## config.mk

```make
export PLATFORM = sky130hd
export DESIGN_NAME = shp_out_seq
export DESIGN_NICKNAME = d
export VERILOG_FILES = /design/src/rtl/shp_pkg.sv /design/src/rtl/shp_out_seq.sv
export SDC_FILE = /design/constraint.sdc
export NUM_CORES = 1
export LEC_CHECK = 0
export ABC_AREA = 1
export BUFFER_PORTS_ARGS = -buffer_cell sky130_fd_sc_hd__buf_2
export CAP_MARGIN = 10
export CORE_UTILIZATION = 40
export CTS_CLUSTER_DIAMETER = 150
export DETAILED_ROUTE_END_ITERATION = 8
export PLACE_DENSITY = 0.71
export SYNTH_ARGS = -nofsm -noshare
export SYNTH_HDL_FRONTEND = slang
export SYNTH_SLANG_ARGS = --single-unit
```

## constraint.sdc

```tcl
create_clock -name clk_i -period 1.6 [get_ports clk_i]
set_input_delay 0 -clock clk_i [delete_from_list [all_inputs] [get_ports clk_i]]
set_output_delay 0 -clock clk_i [all_outputs]
set_load 0.03 [all_outputs]
```

## src/rtl/shp_pkg.sv

```systemverilog
// Shared types, constants and the per-channel sharpen function of the 3x3 sharpen filter.
// Used by every module under rtl; depends on nothing else.
`default_nettype none
package shp_pkg;

  localparam int unsigned MAX_WIDTH  = 1024;
  localparam int unsigned MAX_HEIGHT = 4096;

  localparam int unsigned COL_W  = $clog2(MAX_WIDTH);
  localparam int unsigned ROW_W  = $clog2(MAX_HEIGHT);
  localparam int unsigned WCFG_W = COL_W + 1;
  localparam int unsigned HCFG_W = ROW_W + 1;
  localparam int unsigned CH_W   = 8;
  localparam int unsigned PIX_W  = 3 * CH_W;

  localparam int unsigned CFG_IDX_W  = 2;
  localparam int unsigned CFG_DATA_W = HCFG_W;

  localparam logic [CFG_IDX_W-1:0] CFG_COLOR_MODE   = 2'd0;
  localparam logic [CFG_IDX_W-1:0] CFG_IMAGE_WIDTH  = 2'd1;
  localparam logic [CFG_IDX_W-1:0] CFG_IMAGE_HEIGHT = 2'd2;

  localparam logic [WCFG_W-1:0] WIDTH_RESET  = WCFG_W'(640);
  localparam logic [HCFG_W-1:0] HEIGHT_RESET = HCFG_W'(480);
  localparam logic [WCFG_W-1:0] WIDTH_MIN    = WCFG_W'(3);
  localparam logic [WCFG_W-1:0] WIDTH_MAX    = WCFG_W'(MAX_WIDTH);
  localparam logic [HCFG_W-1:0] HEIGHT_MIN   = HCFG_W'(3);
  localparam logic [HCFG_W-1:0] HEIGHT_MAX   = HCFG_W'(MAX_HEIGHT);

  // Result kinds of one input item, in emission order.
  localparam int unsigned KIND_CENTER = 0;
  localparam int unsigned KIND_RIGHT  = 1;
  localparam int unsigned KIND_BOTTOM = 2;
  localparam int unsigned KIND_CORNER = 3;
  localparam int unsigned KIND_N      = 4;

  localparam int unsigned OUT_FIELDS_W = ROW_W + COL_W + PIX_W;
  localparam int unsigned OUT_TDATA_W  = ((OUT_FIELDS_W + 7) / 8) * 8;

  typedef struct packed {
    logic [KIND_N-1:0] kinds;
    logic [ROW_W-1:0]  row;
    logic [COL_W-1:0]  col;
    logic [PIX_W-1:0]  pix;
  } res_t;

  function automatic logic [CH_W-1:0] sharpen_ch(input logic [CH_W-1:0] c,
                                                 input logic [CH_W-1:0] u,
                                                 input logic [CH_W-1:0] d,
                                                 input logic [CH_W-1:0] l,
                                                 input logic [CH_W-1:0] r);
    logic signed [CH_W+3:0] v;
    logic [CH_W-1:0]        res;
    v = ($signed({4'd0, c}) <<< 2) + $signed({4'd0, c})
        - $signed({4'd0, u}) - $signed({4'd0, d})
        - $signed({4'd0, l}) - $signed({4'd0, r});
    if (v < 0) begin
      res = '0;
    end else if (v > $signed((CH_W+4)'(255))) begin
      res = '1;
    end else begin
      res = v[CH_W-1:0];
    end
    return res;
  endfunction

endpackage
`default_nettype wire

```

## src/rtl/shp_out_seq.sv

```systemverilog
// Result sequencer of the sharpen filter: holds the results of one item and sends them
// one per cycle while the output is ready. Depends on shp_pkg.
`default_nettype none
module shp_out_seq (
  input  wire logic                            clk_i,
  input  wire logic                            rst_ni,
  input  wire logic                            load_i,
  input  wire shp_pkg::res_t                   res_i,
  output logic                                 free_o,
  output logic                                 m_axis_tvalid,
  input  wire logic                            m_axis_tready,
  // tdata: out_row, out_col, out_ch0, out_ch1, out_ch2, zero fill (lowest bit up)
  output logic      [shp_pkg::OUT_TDATA_W-1:0] m_axis_tdata,
  output logic                                 m_axis_tlast,   // last_of_input
  output logic                                 m_axis_tuser    // end_of_frame
);
  import shp_pkg::*;

  logic [KIND_N-1:0] kinds_q, kinds_d;
  logic [ROW_W-1:0]  row_q;
  logic [COL_W-1:0]  col_q;
  logic [PIX_W-1:0]  pix_q;
  logic [KIND_N-1:0] sel;
  logic [ROW_W-1:0]  out_row;
  logic [COL_W-1:0]  out_col;
  logic [PIX_W-1:0]  out_pix;
  logic              done;

  // Lowest pending kind goes first.
  assign sel  = kinds_q & (~kinds_q + KIND_N'(1));
  assign done = m_axis_tvalid && m_axis_tready;

  assign m_axis_tvalid = |kinds_q;
  assign free_o        = (kinds_q == '0) || ($onehot(kinds_q) && m_axis_tready);

  always_comb begin
    out_row = row_q;
    out_col = col_q;
    out_pix = '0;
    if (sel[KIND_CENTER]) begin
      out_row = row_q - ROW_W'(1);
      out_col = col_q - COL_W'(1);
      out_pix = pix_q;
    end else if (sel[KIND_RIGHT]) begin
      out_row = row_q - ROW_W'(1);
    end else if (sel[KIND_BOTTOM]) begin
      out_col = col_q - COL_W'(1);
    end
  end

  assign m_axis_tdata = {(OUT_TDATA_W - OUT_FIELDS_W)'(0), out_pix, out_col, out_row};
  assign m_axis_tlast = (kinds_q & ~sel) == '0;
  assign m_axis_tuser = sel[KIND_CORNER];

  always_comb begin
    kinds_d = kinds_q;
    if (load_i) begin
      kinds_d = res_i.kinds;
    end else if (done) begin
      kinds_d = kinds_q & ~sel;
    end
  end

  always_ff @(posedge clk_i or negedge rst_ni) begin
    if (!rst_ni) begin
      kinds_q <= '0;
    end else begin
      kinds_q <= kinds_d;
    end
  end

  always_ff @(posedge clk_i) begin
    if (load_i) begin
      row_q <= res_i.row;
      col_q <= res_i.col;
      pix_q <= res_i.pix;
    end
  end

`ifndef ASSERT_OFF
  a_hold_on_stall: assert property (@(posedge clk_i) disable iff (!rst_ni)
    m_axis_tvalid && !m_axis_tready |=> $stable(kinds_q) && $stable(pix_q))
    else $error("pending results changed while the output was stalled");

  a_eof_is_last: assert property (@(posedge clk_i) disable iff (!rst_ni)
    m_axis_tvalid && m_axis_tuser |-> m_axis_tlast)
    else $error("end of frame result is not the last result of its item");

  a_load_when_free: assert property (@(posedge clk_i) disable iff (!rst_ni)
    load_i |-> (kinds_q == '0) || ($onehot(kinds_q) && m_axis_tready))
    else $error("new item loaded over pending results");
`endif

endmodule
`default_nettype wire

```

Word level (Yosys, flattened, before mapping). Index checks and enable logic that the tools add are counted.

Reduce and logical (&&, ||, !) cells: 7. Add/sub/neg operators: 6. Bitwise gates (word level): 4. Equality and inequality tests: 1. Multiplexer cells: 8.

Operators with widths (number): $mux W10 (3); $mux W12 (2); $mux W24 (1); $sub A12 B1 Y12 const B (1); $sub A10 B1 Y10 const B (1); $and A4 B4 Y4 (2); $logic_not A4 Y1 (2); $mux W4 (2); $not A4 Y4 (2); $add A1 B1 Y2 (2); $add A4 B1 Y4 const B (1); $reduce_or A4 Y1 (1); $add A2 B2 Y3 (1); $eq A3 B1 Y1 const B (1); $logic_and A1 B1 Y1 (2); $reduce_bool A2 Y1 (1); $logic_or A1 B1 Y1 (1).

Output and inout port bits: 52. Bits of input ports: 54. Register bits after elaboration: 50.

Logic depth before layout (Yosys ltp). Gate-level depths: netlist (run 1).

Depth in word-level cells: 7. Depth in mapped cells: 10.

Least setup slack after synthesis (run 1). No wires, ideal clock.

Path kind: register to output. Start point: register kinds_q[0]. End point: output port free_o. Stages on the path, launching flop included: 10. Setup slack: -0.297 ns. Data required time: 1.600 ns. Buffers on the path: 1. Data arrival time: 1.897 ns. Cells stage by stage: dfrtp_1 buf_6 inv_2 fa_1 inv_1 ha_1 ha_1 nor2_1 nand3_1 nand2_1.

Cells in the longest elaborated chain, start to end: 5. Elaborated cells on any way between the ends: 6. Classes of those cells: add/sub (2); eq/ne (1); reduce/logical (3).

RTL lines: start: declaration (line shp_out_seq.sv:19) `logic [KIND_N-1:0] kinds_q, kinds_d;`; start signal: assignment (line shp_out_seq.sv:68) `kinds_q <= kinds_d;`; $add A1 B1 Y2 (not written as such) (line shp_out_seq.sv:34) `assign free_o = (kinds_q == '0) || ($onehot(kinds_q) && m_axis_tready);`; $add A2 B2 Y3 (not written as such) (line shp_out_seq.sv:34); $eq A3 B1 Y1 (line shp_out_seq.sv:34); $logic_and A1 B1 Y1 (line shp_out_seq.sv:34); $logic_or A1 B1 Y1 * (line shp_out_seq.sv:34); end: declaration (line shp_out_seq.sv:9) `output logic free_o,`.

Every way passes the cells marked *; elsewhere a longest branch is shown, timed or not.

Final worst setup path (run 1).
Start point: register kinds_q[3]. End point: output port free_o.

Same word-level chain as after synthesis.

==> metrics, run 1 <==
final max-slew violation count=0; Worst setup SP type=flip-flop; fraction of layout cells with a size suffix above 1=44.0%; Synth Area in Simple Gates=21.6%; CP Data Required Time=1600 ps; flops & latches, synth=50; post-synthesis mux area share=0%; CP arrival=2010 ps; Fmax=498 MHz; pin count of the biggest net entering global routing=41; CTS sink count=50; Sequential Area=1480 sq um; fill cell count=413; Top Family by Delay on Critical Path=adder cells; initial antenna violation count=0; Core Footprint=5990 sq um; Synth Area per Inst=9.65 sq um; initial DRC count=76; worst setup margin=-407 ps; Area Growth Syn to Fin=73.3%; WL per Instance=13.2 um; critical path, cell by cell=inv_2 > fa_1 > inv_1 > ha_2 > ha_4 > nor2_2 > nand3_1 > nand2_2 > buf_6; Post-Syn Area=2530 sq um; Horiz. Die Dim=81.5 um; clk buf depth=2; CTS tree=built; Setup Total Neg Slack=-5300 ps; Worst path slowest cell=fa_1; Distinct cells, synth=25; largest cells by area after synthesis=edfxtp_1 55%, nand2_1 11%, inv_1 7.7%; initial core utilization=42.2%; overall power=3.75 mW; Max stage delay on crit path=530 ps; worst slack at placement=-244 ps; status=finished with violations; DR DRC count=0; Hold WS=30.3 ps; Synth Area in Compound Gates=1.39%; RSZ-0062 raised after global routing=true; all-layer global routing usage=21.3%; Crit Path Class=reg -> out; violated checks=setup timing; final hold vios=0; Clock Skews=0.122 ps; drt first pass iters=4; clock root buffer=clkbuf_8; post-synthesis sequential area ratio=58.6%; grt total ovfl=0; PwrDens=856 nW/um^2; HP Class=in -> async; share of the synthesized area in the top cell type=54.7%; number of global-route vias before repair=2390; port bufs=103; final instance area=4380 sq um; Adder-Cell Fraction of Synth Area=4.26%; Die Footprint=6640 sq um; clock insertion delay at the later pin of the skew report=290 ps; Leakage Power=2.15 nW; CP Capture Type=primary output; # setup viols final=24; via/cell ratio=4.52; CTS buffer count=5; first-pass GRT wire length=10300 um; Site Rows=28; clock transition at the registers of the reported paths=90 ps; xor/xnor share of the synthesized area=3.81%; final WL=6800 um; crit path max fanout=2; H-tree levels=2; min Tclk post-route=2010 ps; routed vias=2334; Syn Inst Count=262; I/O pin count=106; largest family of logic cells by synthesized area=simple AND/OR/NAND/NOR gates; max cap viols=0; post-route ant nets=0; dpl hpwl=3890 um; maximum vdd drop=598 uV; area leader, netlist=edfxtp_1; Multi-input gate area=1090 sq um; Final GP Congestion=0.826; diode count=0; NumNets Final=502; ratio of final minimum period to clock period=125%; Die Y=81.5 um; placed cell areas=3260 sq um; warnings from Yosys=0; CP bufs+invs=3
==> through the flow <==
step | util, % | cells
3_3_place_gp | 54.4 | 449
3_5_place_dp | 54.4 | 449
5_1_grt | 73.1 | 516
6_report | 73.1 | 516
4_1_cts | 70.8 | 513
2_1_floorplan | - | 263
==> final timing paths <==
| check | slack, ps | cells after the start | from | endpoint |
|---|---|---|---|---|
| min reg2reg | 660 | 2 | kinds_q[2]$_DFFE_PN0P_ | kinds_q[2]$_DFFE_PN0P_ |
| max | -410 | 9 | kinds_q[3]$_DFFE_PN0P_ | free_o |
| min in group clk_i | 50 | 5 | res_i[47] | kinds_q[1]$_DFFE_PN0P_ |
| max in group asynchronous | 1450 | 2 | rst_ni | kinds_q[1]$_DFFE_PN0P_ |
| min | 30 | 2 | rst_ni | kinds_q[2]$_DFFE_PN0P_ |
| max reg2reg | 100 | 9 | kinds_q[0]$_DFFE_PN0P_ | kinds_q[0]$_DFFE_PN0P_ |
==> cell families after synthesis <==
kind of cell / count (synthesis)
compound gates: 7
flops: 50
simple gates: 123
xor+xnor: 11
other cells: 1
fa+ha+maj: 8
buf+inv: 62
==> final cells by class <==
cell class / count / share of cell area [%]
Tap cell: 75 / 2.14
Multi-Input combinational cell: 152 / 24.9
Sequential cell: 50 / 33.8
Timing Repair Buffer: 175 / 31.7
Clock inverter: 1 / 0.686
Clock buffer: 7 / 1.74
Inverter: 56 / 4.97
==> layout by cell type, fill, tap and decap left out, types with 2 or more instances in the layout <==
cell	count
inv_2	5
buf_6	32
nor2_4	5
ha_4	3
edfxtp_1	46
nor2_1	11
buf_12	2
o21ai_0	2
nand2_4	4
conb_1	2
dfrtp_1	4
nand3_4	3
nand2_8	2
xor2_2	6
dlygate4sd3_1	49
xor2_1	4
nand4_1	5
a21oi_4	2
ha_2	3
clkbuf_8	5
nand2_2	10
buf_4	15
nand3_2	5
nor2_2	7
clkbuf_1	2
o21ai_2	2
inv_1	49
nand3_1	8
nand2_1	60
buf_2	77
==> report_power, final <==
group | switching [mW] | internal, mW
Clock | 0.395 | 0.468
Sequential | 0.0619 | 1.55
Combinational | 0.714 | 0.565
Total | 1.17 | 2.58
==> cell usage after synthesis (all sizes together) <==
library cell	count
conb	1
inv	56
dfrtp	4
xor2	10
ha	7
nand3	16
nand4	5
nand2	75
edfxtp	46
buf	6
nor2	23
xnor2	1
o21ai	4
nand3b	1
or2	1
a21oi	3
fa	1
nor3	2
==> registers in the layout (all words and copies together) (netlist names) <==
| register | flops |
|---|---|
| pix_q | 24 |
| row_q | 12 |
| col_q | 10 |
| kinds_q | 4 |
==> routing by layer <==
layer	routed length, um	global-route usage (%)
met1	2580	22.2
met5	0	0
met4	153	8.21
met2	3740	41.3
met3	337	4.22
==> what timing repair did <==
item                       CTS  global route
setup endpoints to repair   24            29
pin swaps                   21            19
hold buffers                49             0
gates resized for setup     87            34
gates cloned                 1             0
buffers inserted             6             5
hold endpoints to repair    52             0
Note: power is estimated with default switching activity, not from simulation.
==> run 2: changes to the inputs <==
- CELL_PAD_IN_SITES_DETAIL_PLACEMENT: not set -> 1
- CELL_PAD_IN_SITES_GLOBAL_PLACEMENT: not set -> 2
- CORE_UTILIZATION: 40 -> 25
- PLACE_DENSITY: 0.71 -> not set
- PLACE_DENSITY_LB_ADDON: not set -> 0.1
==> run 2 against run 1 <==
The run still ends with setup timing left; register-to-register slack worse by 20 ps; sequential power about the same; utilization decreased by 29 points; fmax decreased by 4.7%; power is 0.62% lower; largest cell class unchanged; first-iteration DRC count shrank 54%; design area shrank 0.77%.
==> metrics, run 2 (synthesized netlist as in run 1, its figures left out) <==
status=finished with violations; violated checks=setup timing; first-pass GRT wire length=10800 um; WL per Instance=12.1 um; final hold vios=0; most frequent cells in the layout=78 x buf_2, 60 x nand2_1, 49 x inv_1, 49 x dlygate4sd3_1, 46 x edfxtp_1; Horiz. Die Dim=103 um; final instance area=4350 sq um; final WL=6970 um; ratio of final minimum period to clock period=132%; max cap viols=0; initial core utilization=25.9%; Die Footprint=10500 sq um; grt total ovfl=0; CP arrival=2110 ps; I/O pin count=106; worst setup margin=-506 ps; final max-slew violation count=0; min Tclk post-route=2110 ps; dpl hpwl=4910 um; Crit Path Class=reg -> out; worst slack at placement=-231 ps; maximum vdd drop=350 uV; diode count=0; commonest non-fill, non-tap cell in the layout=buf_2; NumNets Final=502; port bufs=103; H-tree levels=2; Die Y=103 um; Fmax=475 MHz; PwrDens=858 nW/um^2; final core occ=44.5%; fill cell count=1162; # setup viols final=23; fraction of layout cells with a size suffix above 1=42.0%; number of global-route vias before repair=2292; clock root buffer=clkbuf_8; Hold WS=23.1 ps; pin count of the biggest net entering global routing=41; CTS sink count=50; CP Capture Type=primary output; Core Footprint=9770 sq um; overall power=3.73 mW; drt first pass iters=4; Sequential Area=1480 sq um; DR DRC count=0; clock transition at the registers of the reported paths=100 ps; initial DRC count=35; HP Class=in -> reg; Clock Skews=0.578 ps; Area Growth Syn to Fin=71.9%; Leakage Power=2.11 nW; CP Data Required Time=1600 ps; Final GP Congestion=0.734; RSZ-0062 raised after global routing=true; CTS buffer count=5; post-route ant nets=0; initial antenna violation count=0; Largest register FFs=24; clk buf depth=2; Most flops, register=pix_q; routed vias=2316; placed cell areas=3360 sq um; all-layer global routing usage=13.6%; via/cell ratio=4.03; CTS tree=built; Worst setup SP type=flip-flop; crit path max fanout=2; Multi-input gate area=1020 sq um; Site Rows=36; biggest registers after layout=pix_q x24, row_q x12, col_q x10; clock insertion delay at the later pin of the skew report=300 ps
## run 2: metrics by stage
| stage | setup TNS [ps] | instances |
|---|---|---|
| floorplan | -171 | 263 |
| global placement | -958 | 510 |
| detailed placement | -1170 | 510 |
| CTS | -5820 | 573 |
| global route | -9040 | 574 |
| finish | -6260 | 574 |
## run 2: path summary, 6_finish.rpt
check,from,end,slack [ps],cells after the start
setup / recovery,kinds_q[0]$_DFFE_PN0P_,free_o,-510,9
hold / removal,m_axis_tready,kinds_q[2]$_DFFE_PN0P_,20,4
setup reg to reg,kinds_q[0]$_DFFE_PN0P_,kinds_q[3]$_DFFE_PN0P_,80,9
hold reg to reg,kinds_q[3]$_DFFE_PN0P_,kinds_q[3]$_DFFE_PN0P_,670,3
max in group asynchronous,rst_ni,kinds_q[1]$_DFFE_PN0P_,1450,2
min in group asynchronous,rst_ni,kinds_q[2]$_DFFE_PN0P_,30,2
## run 2: layout make-up
class	count	share of cell area (%)
multi-input combinational	152	23.4
tap	133	3.83
clock inverter	2	0.864
inverter	56	5.01
sequential	50	34.1
clock buffer	6	1.67
timing repair buffer	175	31.1
## run 2: what timing repair did
item | 4_1_cts | 5_1_grt
setup endpoints to repair | 25 | 28
hold buffers | 49 | 0
pin swaps | 17 | 14
hold endpoints to repair | 52 | 0
setup buffers | 5 | 2
resized for setup | 66 | 31
cloned | 1 | 0
## run 2: report_power, final
group | leakage [nW] | switching [mW] | internal (mW)
combinational | 1.56 | 0.683 | 0.535
clock | 0.0514 | 0.439 | 0.468
sequential | 0.499 | 0.0589 | 1.54
## run 2: critical path, stage by stage (launching register included)
cell,delay (ps)
dfrtp_1,410
clkinv_4,70
fa_1,550
inv_2,50
ha_4,150
ha_4,200
nor2_2,90
nand3_1,90
nand2_2,80
buf_6,120
## run 2: metal layers
layer,track usage [%],wire length [um]
met1,15.7,2980
met2,25.8,3670
met3,2.64,287
met4,2.64,31
met5,0,0
